--- src/hdl/olwd_pkg.sv ---
// ----------------------------------------------------------------------------
// olwd_pkg: shared types and constants for the ordered list block
// Request and result formats and the default list depth.
// ----------------------------------------------------------------------------
`default_nettype none

package olwd_pkg;

  localparam int LIST_DEPTH_DEF = 16;
  localparam int VALUE_W        = 32;
  localparam int MODE_W         = 2;
  localparam int COUNT_W        = 5;
  localparam int IN_TDATA_W     = 40;
  localparam int OUT_TDATA_W    = 40;

  typedef enum logic [1:0] {
    OP_APPEND,
    OP_DELETE,
    OP_POP,
    OP_CLEAR
  } op_t;

  typedef struct packed {
    op_t                op;
    logic [VALUE_W-1:0] value;
  } req_t;

  typedef struct packed {
    logic               hit;
    logic [VALUE_W-1:0] popped_value;
    logic               overflow;
    logic [COUNT_W-1:0] entry_count;
  } res_t;

endpackage

`default_nettype wire

--- src/hdl/olwd_front.sv ---
// ----------------------------------------------------------------------------
// olwd_front: request intake
// Accepts requests, decodes the mode into an operation and holds them in a
// two-entry queue that the execution side drains at its own pace.
// ----------------------------------------------------------------------------
`default_nettype none

module olwd_front (
  input  wire logic                             clk,
  input  wire logic                             rst,
  input  wire logic                             in_valid,
  output logic                                  in_ready,
  input  wire logic [olwd_pkg::MODE_W-1:0]      mode,
  input  wire logic [olwd_pkg::VALUE_W-1:0]     item_value,
  output logic                                  q_valid,
  output olwd_pkg::req_t                        q_req,
  input  wire logic                             q_pop
);

  localparam logic [1:0] QUEUE_FULL = 2'd2;

  olwd_pkg::req_t q_mem [2];
  olwd_pkg::req_t req_in;
  logic           wr_ptr;
  logic           rd_ptr;
  logic [1:0]     cnt;
  logic           push;
  logic           take;

  // The mode field uses the same encoding as the operation type.
  always_comb begin
    req_in.op    = olwd_pkg::op_t'(mode);
    req_in.value = item_value;
  end

  assign in_ready = (cnt != QUEUE_FULL);
  assign q_valid  = (cnt != 2'd0);
  assign q_req    = q_mem[rd_ptr];
  assign push     = in_valid && in_ready;
  assign take     = q_pop && q_valid;

  always_ff @(posedge clk) begin
    if (rst) begin
      wr_ptr <= 1'b0;
      rd_ptr <= 1'b0;
      cnt    <= 2'd0;
    end else begin
      if (push) begin
        wr_ptr <= ~wr_ptr;
      end
      if (take) begin
        rd_ptr <= ~rd_ptr;
      end
      case ({push, take})
        2'b10:   cnt <= cnt + 2'd1;
        2'b01:   cnt <= cnt - 2'd1;
        default: cnt <= cnt;
      endcase
    end
  end

  always_ff @(posedge clk) begin
    if (push) begin
      q_mem[wr_ptr] <= req_in;
    end
  end

endmodule

`default_nettype wire

--- src/hdl/olwd_back.sv ---
// ----------------------------------------------------------------------------
// olwd_back: list execution engine
// Holds the list as a row of cells, compares all cells against a value in
// the compare state and then commits append, delete, pop or clear.
// ----------------------------------------------------------------------------
`default_nettype none

module olwd_back #(
  parameter int LIST_DEPTH = olwd_pkg::LIST_DEPTH_DEF
) (
  input  wire logic            clk,
  input  wire logic            rst,
  input  wire logic            q_valid,
  input  wire olwd_pkg::req_t  q_req,
  output logic                 q_pop,
  output logic                 res_valid,
  input  wire logic            res_ready,
  output olwd_pkg::res_t       res
);

  localparam int AW = (LIST_DEPTH > 1) ? $clog2(LIST_DEPTH) : 1;
  localparam int CW = $clog2(LIST_DEPTH + 1);

  typedef enum logic [1:0] {
    S_IDLE,
    S_CMP,
    S_COMMIT
  } state_t;

  state_t                       st;
  olwd_pkg::req_t               cur;
  logic [CW-1:0]                occ;
  logic [CW-1:0]                occ_next;
  logic [olwd_pkg::VALUE_W-1:0] entries [LIST_DEPTH];
  logic [LIST_DEPTH-1:0]        match;
  logic [LIST_DEPTH-1:0]        shift_sel;
  logic                         commit;
  logic                         full;
  logic                         empty;
  logic                         any_match;
  logic                         do_write;
  logic                         do_shift;
  olwd_pkg::res_t               res_next;

  assign commit    = (st == S_COMMIT) && (!res_valid || res_ready);
  assign q_pop     = q_valid && ((st == S_IDLE) || commit);
  assign full      = (occ == CW'(LIST_DEPTH));
  assign empty     = (occ == '0);
  assign any_match = |match;
  assign do_write  = commit && (cur.op == olwd_pkg::OP_APPEND) && !full;
  assign do_shift  = commit && (((cur.op == olwd_pkg::OP_DELETE) && any_match) ||
                                ((cur.op == olwd_pkg::OP_POP) && !empty));

  // A cell moves up when it sits at or after the first match; pop moves all.
  for (genvar gi = 0; gi < LIST_DEPTH; gi++) begin : g_cell
    assign shift_sel[gi] = (cur.op == olwd_pkg::OP_POP) || (|match[gi:0]);

    always_ff @(posedge clk) begin
      if (st == S_CMP) begin
        match[gi] <= (CW'(gi) < occ) && (entries[gi] == cur.value);
      end
    end

    if (gi < LIST_DEPTH - 1) begin : g_mid
      always_ff @(posedge clk) begin
        if (do_write && (occ[AW-1:0] == AW'(gi))) begin
          entries[gi] <= cur.value;
        end else if (do_shift && shift_sel[gi]) begin
          entries[gi] <= entries[gi+1];
        end
      end
    end else begin : g_last
      always_ff @(posedge clk) begin
        if (do_write && (occ[AW-1:0] == AW'(gi))) begin
          entries[gi] <= cur.value;
        end
      end
    end
  end

  always_comb begin
    occ_next              = occ;
    res_next.hit          = 1'b0;
    res_next.popped_value = '0;
    res_next.overflow     = 1'b0;
    case (cur.op)
      olwd_pkg::OP_APPEND: begin
        if (full) begin
          res_next.overflow = 1'b1;
        end else begin
          occ_next = occ + CW'(1);
        end
      end
      olwd_pkg::OP_DELETE: begin
        if (any_match) begin
          res_next.hit = 1'b1;
          occ_next     = occ - CW'(1);
        end
      end
      olwd_pkg::OP_POP: begin
        if (!empty) begin
          res_next.hit          = 1'b1;
          res_next.popped_value = entries[0];
          occ_next              = occ - CW'(1);
        end
      end
      default: begin
        occ_next = '0;
      end
    endcase
    res_next.entry_count = olwd_pkg::COUNT_W'(occ_next);
  end

  always_ff @(posedge clk) begin
    if (rst) begin
      st        <= S_IDLE;
      occ       <= '0;
      res_valid <= 1'b0;
    end else begin
      if (commit) begin
        occ       <= occ_next;
        res_valid <= 1'b1;
      end else if (res_ready) begin
        res_valid <= 1'b0;
      end
      case (st)
        S_IDLE: begin
          if (q_valid) begin
            st <= S_CMP;
          end
        end
        S_CMP: begin
          st <= S_COMMIT;
        end
        S_COMMIT: begin
          if (commit) begin
            st <= q_valid ? S_CMP : S_IDLE;
          end
        end
        default: begin
          st <= S_IDLE;
        end
      endcase
    end
    if (q_pop) begin
      cur <= q_req;
    end
    if (commit) begin
      res <= res_next;
    end
  end

endmodule

`default_nettype wire

--- src/hdl/ordered_list_with_delete_by_value.sv ---
// ----------------------------------------------------------------------------
// ordered_list_with_delete_by_value: bounded insertion-ordered list
// Each request carries a mode and a value: append at the tail, delete the
// first entry equal to the value, pop the head, or clear the list. Every
// request yields exactly one result on the master stream.
//
// Channels: requests enter on s_tvalid/s_tready/s_tdata; results leave on
// m_tvalid/m_tready/m_tdata. Both complete on a cycle with valid and ready.
// A request passes through the queue into the engine, which compares it
// across the row of list cells, then commits it to the result register.
// The engine handles one request at a time and takes the next at commit.
// A two-entry request queue sits in front of the execution engine.
// Reset empties the list, the queue and the result register; the cell
// contents are left as they are and are never read before being written.
// When the receiver stalls, the result register holds its value, the engine
// waits in its commit step, the queue fills and s_tready then drops.
// ----------------------------------------------------------------------------
`default_nettype none

module ordered_list_with_delete_by_value #(
  parameter int LIST_DEPTH = olwd_pkg::LIST_DEPTH_DEF
) (
  input  wire logic                               clk,
  input  wire logic                               rst,
  input  wire logic                               s_tvalid,
  output logic                                    s_tready,
  // [1:0] mode, [33:2] item_value, [39:34] zero
  input  wire logic [olwd_pkg::IN_TDATA_W-1:0]    s_tdata,
  output logic                                    m_tvalid,
  input  wire logic                               m_tready,
  // [0] hit, [32:1] popped_value, [33] overflow, [38:34] entry_count, [39] zero
  output logic [olwd_pkg::OUT_TDATA_W-1:0]        m_tdata
);

  logic           q_valid;
  logic           q_pop;
  olwd_pkg::req_t q_req;
  olwd_pkg::res_t res;

  olwd_front u_front (
    .clk        (clk),
    .rst        (rst),
    .in_valid   (s_tvalid),
    .in_ready   (s_tready),
    .mode       (s_tdata[1:0]),
    .item_value (s_tdata[33:2]),
    .q_valid    (q_valid),
    .q_req      (q_req),
    .q_pop      (q_pop)
  );

  olwd_back #(
    .LIST_DEPTH (LIST_DEPTH)
  ) u_back (
    .clk       (clk),
    .rst       (rst),
    .q_valid   (q_valid),
    .q_req     (q_req),
    .q_pop     (q_pop),
    .res_valid (m_tvalid),
    .res_ready (m_tready),
    .res       (res)
  );

  assign m_tdata = {1'b0, res.entry_count, res.overflow, res.popped_value, res.hit};

endmodule

`default_nettype wire

--- config.mk ---
export PLATFORM = sky130hd
export DESIGN_NAME = ordered_list_with_delete_by_value
export DESIGN_NICKNAME = d
export VERILOG_FILES = /design/src/hdl/olwd_pkg.sv /design/src/hdl/olwd_front.sv /design/src/hdl/olwd_back.sv /design/src/hdl/ordered_list_with_delete_by_value.sv
export SDC_FILE = /design/constraint.sdc
export NUM_CORES = 1
export LEC_CHECK = 0
export BUFFER_PORTS_ARGS = -buffer_cell sky130_fd_sc_hd__buf_2
export CORE_ASPECT_RATIO = 1.1
export CORE_MARGIN = 2
export CORE_UTILIZATION = 60
export DETAILED_ROUTE_END_ITERATION = 16
export GPL_TIMING_DRIVEN = 0
export PLACE_DENSITY = 0.82
export SETUP_SLACK_MARGIN = 0.2
export SKIP_LAST_GASP = 1
export SYNTH_ARGS = -nofsm -noshare
export SYNTH_HDL_FRONTEND = slang
export SYNTH_SLANG_ARGS = --single-unit
--- constraint.sdc ---
create_clock -name clk -period 8.4 [get_ports clk]
set_input_delay 1.68 -clock clk [delete_from_list [all_inputs] [get_ports clk]]
set_output_delay 1.68 -clock clk [all_outputs]
set_load 0.01 [all_outputs]
==> summary.txt <==
Outcome
  – Run status: finished, final reports clean

Timing
  – Relative slew slack: 5.06%
  – Fin crit period: 4760 ps
  – Count of final setup violators: 0
  – Tcrit/Tclk final: 56.7%
  – Clock skew after layout: 18.5 ps
  – Maximum achievable frequency: 210 MHz
  – Post-route setup TNS: 0 ps
  – Hold violation count in the final report: 0
  – Fin. max-slew vios: 0
  – RSZ-0062 raised after global routing: false
  – Worst-margin pin slew: 1410 ps

Placement
  – # port buffers: 78
  – Hpwl dp: 80.5 mm
  – Placed Instances: 3,199
  – Placer Congestion: 1.04

Detailed routing
  – M1 WL: 36.8 mm
  – Wire length on met3: 7.02 mm
  – Max layer used: met4
  – Initial DRC count: 2,212
  – Routed vias: 20,800
  – Drt wl/cell: 30.2 um
  – Final wirelength: 100 mm
  – Detail Route Antenna Nets: 0
  – Drt drc: 0
  – First-pass iteration count of the detailed router: 6
  – Met2 WL: 48.0 mm
  – Number of vias per cell after detailed routing: 6.27

Synthesis
  – Sequential element share of the synthesized area: 59.1%
  – Yosys top cell by area: edfxtp_1
  – Fraction of registers with async set/reset: 0%
  – Synth area leaders: edfxtp_1, mux2_2, xor2_1
  – Yosys Warn Count: 0
  – Post-synthesis cell type count: 72
  – EDFF count, synth: 669
  – Fraction of synthesized cell area taken by the top area cell type: 58.4%
  – Post-Synthesis Net Count: 2,411
  – Number of instances in the synthesized netlist: 2,357
  – Mean Syn Cell Area: 14.6 um2
  – Cell area after technology mapping: 34,400 um2
  – Most instantiated flip-flop cell in the synthesis netlist: edfxtp_1
  – Count of state elements after synthesis: 681

Final layout
  – Leading cell type in the layout, fill and taps excluded: edfxtp_1
  – Layout overhead on the synthesized area: 11.6%
  – Post-route insts no fill: 3,326
  – Storage cell area: 20,300 um2
  – Number of nets in the final layout: 2,576
  – Multi-input combinational cell area: 13,200 um2
  – Fill count: 3,944
  – Most frequent cells in the layout: edfxtp_1, xor2_1, mux2_2, xnor2_1, mux2_1
  – Fraction of final layout cells with drive strength greater than 1: 25.0%

Clock network
  – Master cell of the clock root buffer: clkbuf_16
  – Number of buffers inserted by hold repair at cts: 0
  – H-Tree Level Count: 3
  – Post CTS Setup Buffer Count: 0
  – Clk Latency, worst-skew pair: 600 ps
  – Clock tree from TritonCTS: yes
  – Clock slew seen by the registers of the worst setup and hold paths: 60 ps
  – Count of instances resized after the clock tree is built: 0
  – Total CTS buffers: 72
  – Sink count of the clock tree: 681
  – Max Buffers Root-to-Sink: 3

GRT
  – Global-route wire length before repair: 141 mm
  – Global route total overflow: 0
  – Global-route usage over all layers: 34.2%
  – Antenna violations before repair: 2
  – Via count of the first global-routing pass: 21,000
  – Largest net degree at the start of global routing: 47

Setup path
  – Setup Crit Path Kind: reg2reg
  – Worst stage delay on the critical path: 950 ps
  – Maximum fanout along the worst path: 32
  – Endpoint arrival time on the critical path: 4970 ps
  – Startpoint type of the worst setup path: register
  – Cell at the slowest stage of the critical path: nand2_1
  – Ordered cell list for the critical path: clkbuf_1 -> inv_1 -> ha_1 -> or4b_1 -> buf_2 -> nand2_2 -> a311oi_2 -> buf_4 -> o21ai_0 -> nand2_1
  – Required time reported for the critical path endpoint: 8600 ps
  – Setup crit end kind: register

Die
  – Die Area: 59,300 um2
  – Ports placed on the boundary: 86
  – Die height: 255 um
  – Cell Rows: 92
  – Area of the core: 57,000 um2
  – Initial standard-cell utilization of the core: 60.4%
  – Chip width: 232 um

Pwr
  – Relative contribution of combinational cells to total power: 34.5%
  – P per Cell Area: 306 nW/um2
  – Static Leak: 13.0 nW
  – Net switching power: 4.06 mW
  – Sequential fraction of design power: 38.5%
  – Switching Share: 34.6%
  – Internal power: 7.68 mW
  – IR drop worst, VDD: 354 uV
  – Clk pwr share: 27.0%

Worst hold path
  – Worst Hold Class: reg2reg

Run
  – Count of maximum capacitance violations: 0
-- routing by layer --
layer,global-route usage (%),vias to the layer above
li1,-,9065
met5,0,-
met4,25.5,0
met2,56.5,1049
met3,4.80,268
met1,41.1,10500
-- stage by stage --
stage          setup WS, ps  utilization [%]  power [mW]  hold slack (ps)  cell area (um2)
2_1_floorplan          2530                -        7.01              424            34400
3_3_place_gp           1110             62.7        8.38              430            35700
3_5_place_dp           3140             63.3        8.51              432            36100
4_1_cts                3750             67.4        11.7              444            38400
5_1_grt                3510             67.4        12.1              454            38400
6_report               3640             67.4        11.7              444            38400
-- cell usage after synthesis (13+ instances only) --
library cell,number
a21oi_1,17
and3_1,37
buf_1,46
buf_2,22
buf_4,22
clkbuf_1,104
edfxtp_1,669
inv_1,13
mux2_1,155
mux2_2,329
mux2_4,30
nand2_1,36
nand3_1,25
nand4_1,56
nor2_1,27
nor3_1,24
nor4_1,96
o21ai_0,18
xnor2_1,177
xor2_1,339
-- critical path, delay by kind of cell, from the launching register on --
family / cells / cell delay, ps
compound gates: 2 / 890
buf+inv: 4 / 1400
simple gates: 3 / 1340
flops: 1 / 400
fa+ha+maj: 1 / 300
-- sequential cells by signal (all words and copies together) (netlist names) --
signal,cells
u_front.cnt,2
u_back.match,16
u_front.rd_ptr,1
u_back.res_valid,1
u_back.st,2
u_back.cur,34
u_front.wr_ptr,1
u_back.entries,512
u_back.res,39
u_front.q_mem,68
u_back.occ,5
-- cell type report --
type	count	share of cell area [%]
sequential	681	52.9
buffer	205	2.50
tap	752	2.45
clock buffer	84	4.86
timing repair buffer	91	1.64
multi-input combinational	1457	34.4
antenna	1	0.00651
clock inverter	41	1.10
inverter	14	0.137
-- power groups by stage --
stage	combinational [mW]	sequential, mW	clock (mW)
2_1_floorplan	2.45	4.56	0
3_3_place_gp	3.78	4.60	0
3_5_place_dp	3.92	4.59	0
4_1_cts	3.95	4.52	3.19
5_1_grt	4.21	4.55	3.31
6_report	4.05	4.52	3.17
-- logic make-up after synthesis --
| group | count (synthesis) | share of synthesized area (%) |
|---|---|---|
| simple gates | 339 | 5.72 |
| xor+xnor | 516 | 13.1 |
| flops | 681 | 59.1 |
| fa+ha+maj | 10 | 0.364 |
| buf+inv | 219 | 2.95 |
| compound gates | 77 | 1.60 |
| mux | 514 | 17.1 |
| other cells | 1 | 0.0109 |
-- final timing paths --
| kind | cells past startpoint | from | slack [ps] | to |
|---|---|---|---|---|
| max | 10 | u_back.occ[0]$_SDFFE_PP0P_ | 3640 | u_back.entries[1][34]$_DFFE_PP_ |
| min | 0 | u_back.cur[11]$_DFFE_PP_ | 440 | u_back.entries[1][235]$_DFFE_PP_ |
| max reg2reg | 10 | u_back.occ[0]$_SDFFE_PP0P_ | 3640 | u_back.entries[1][34]$_DFFE_PP_ |
| min reg2reg | 0 | u_back.cur[11]$_DFFE_PP_ | 440 | u_back.entries[1][235]$_DFFE_PP_ |
Power figures use the tool's default switching activity.
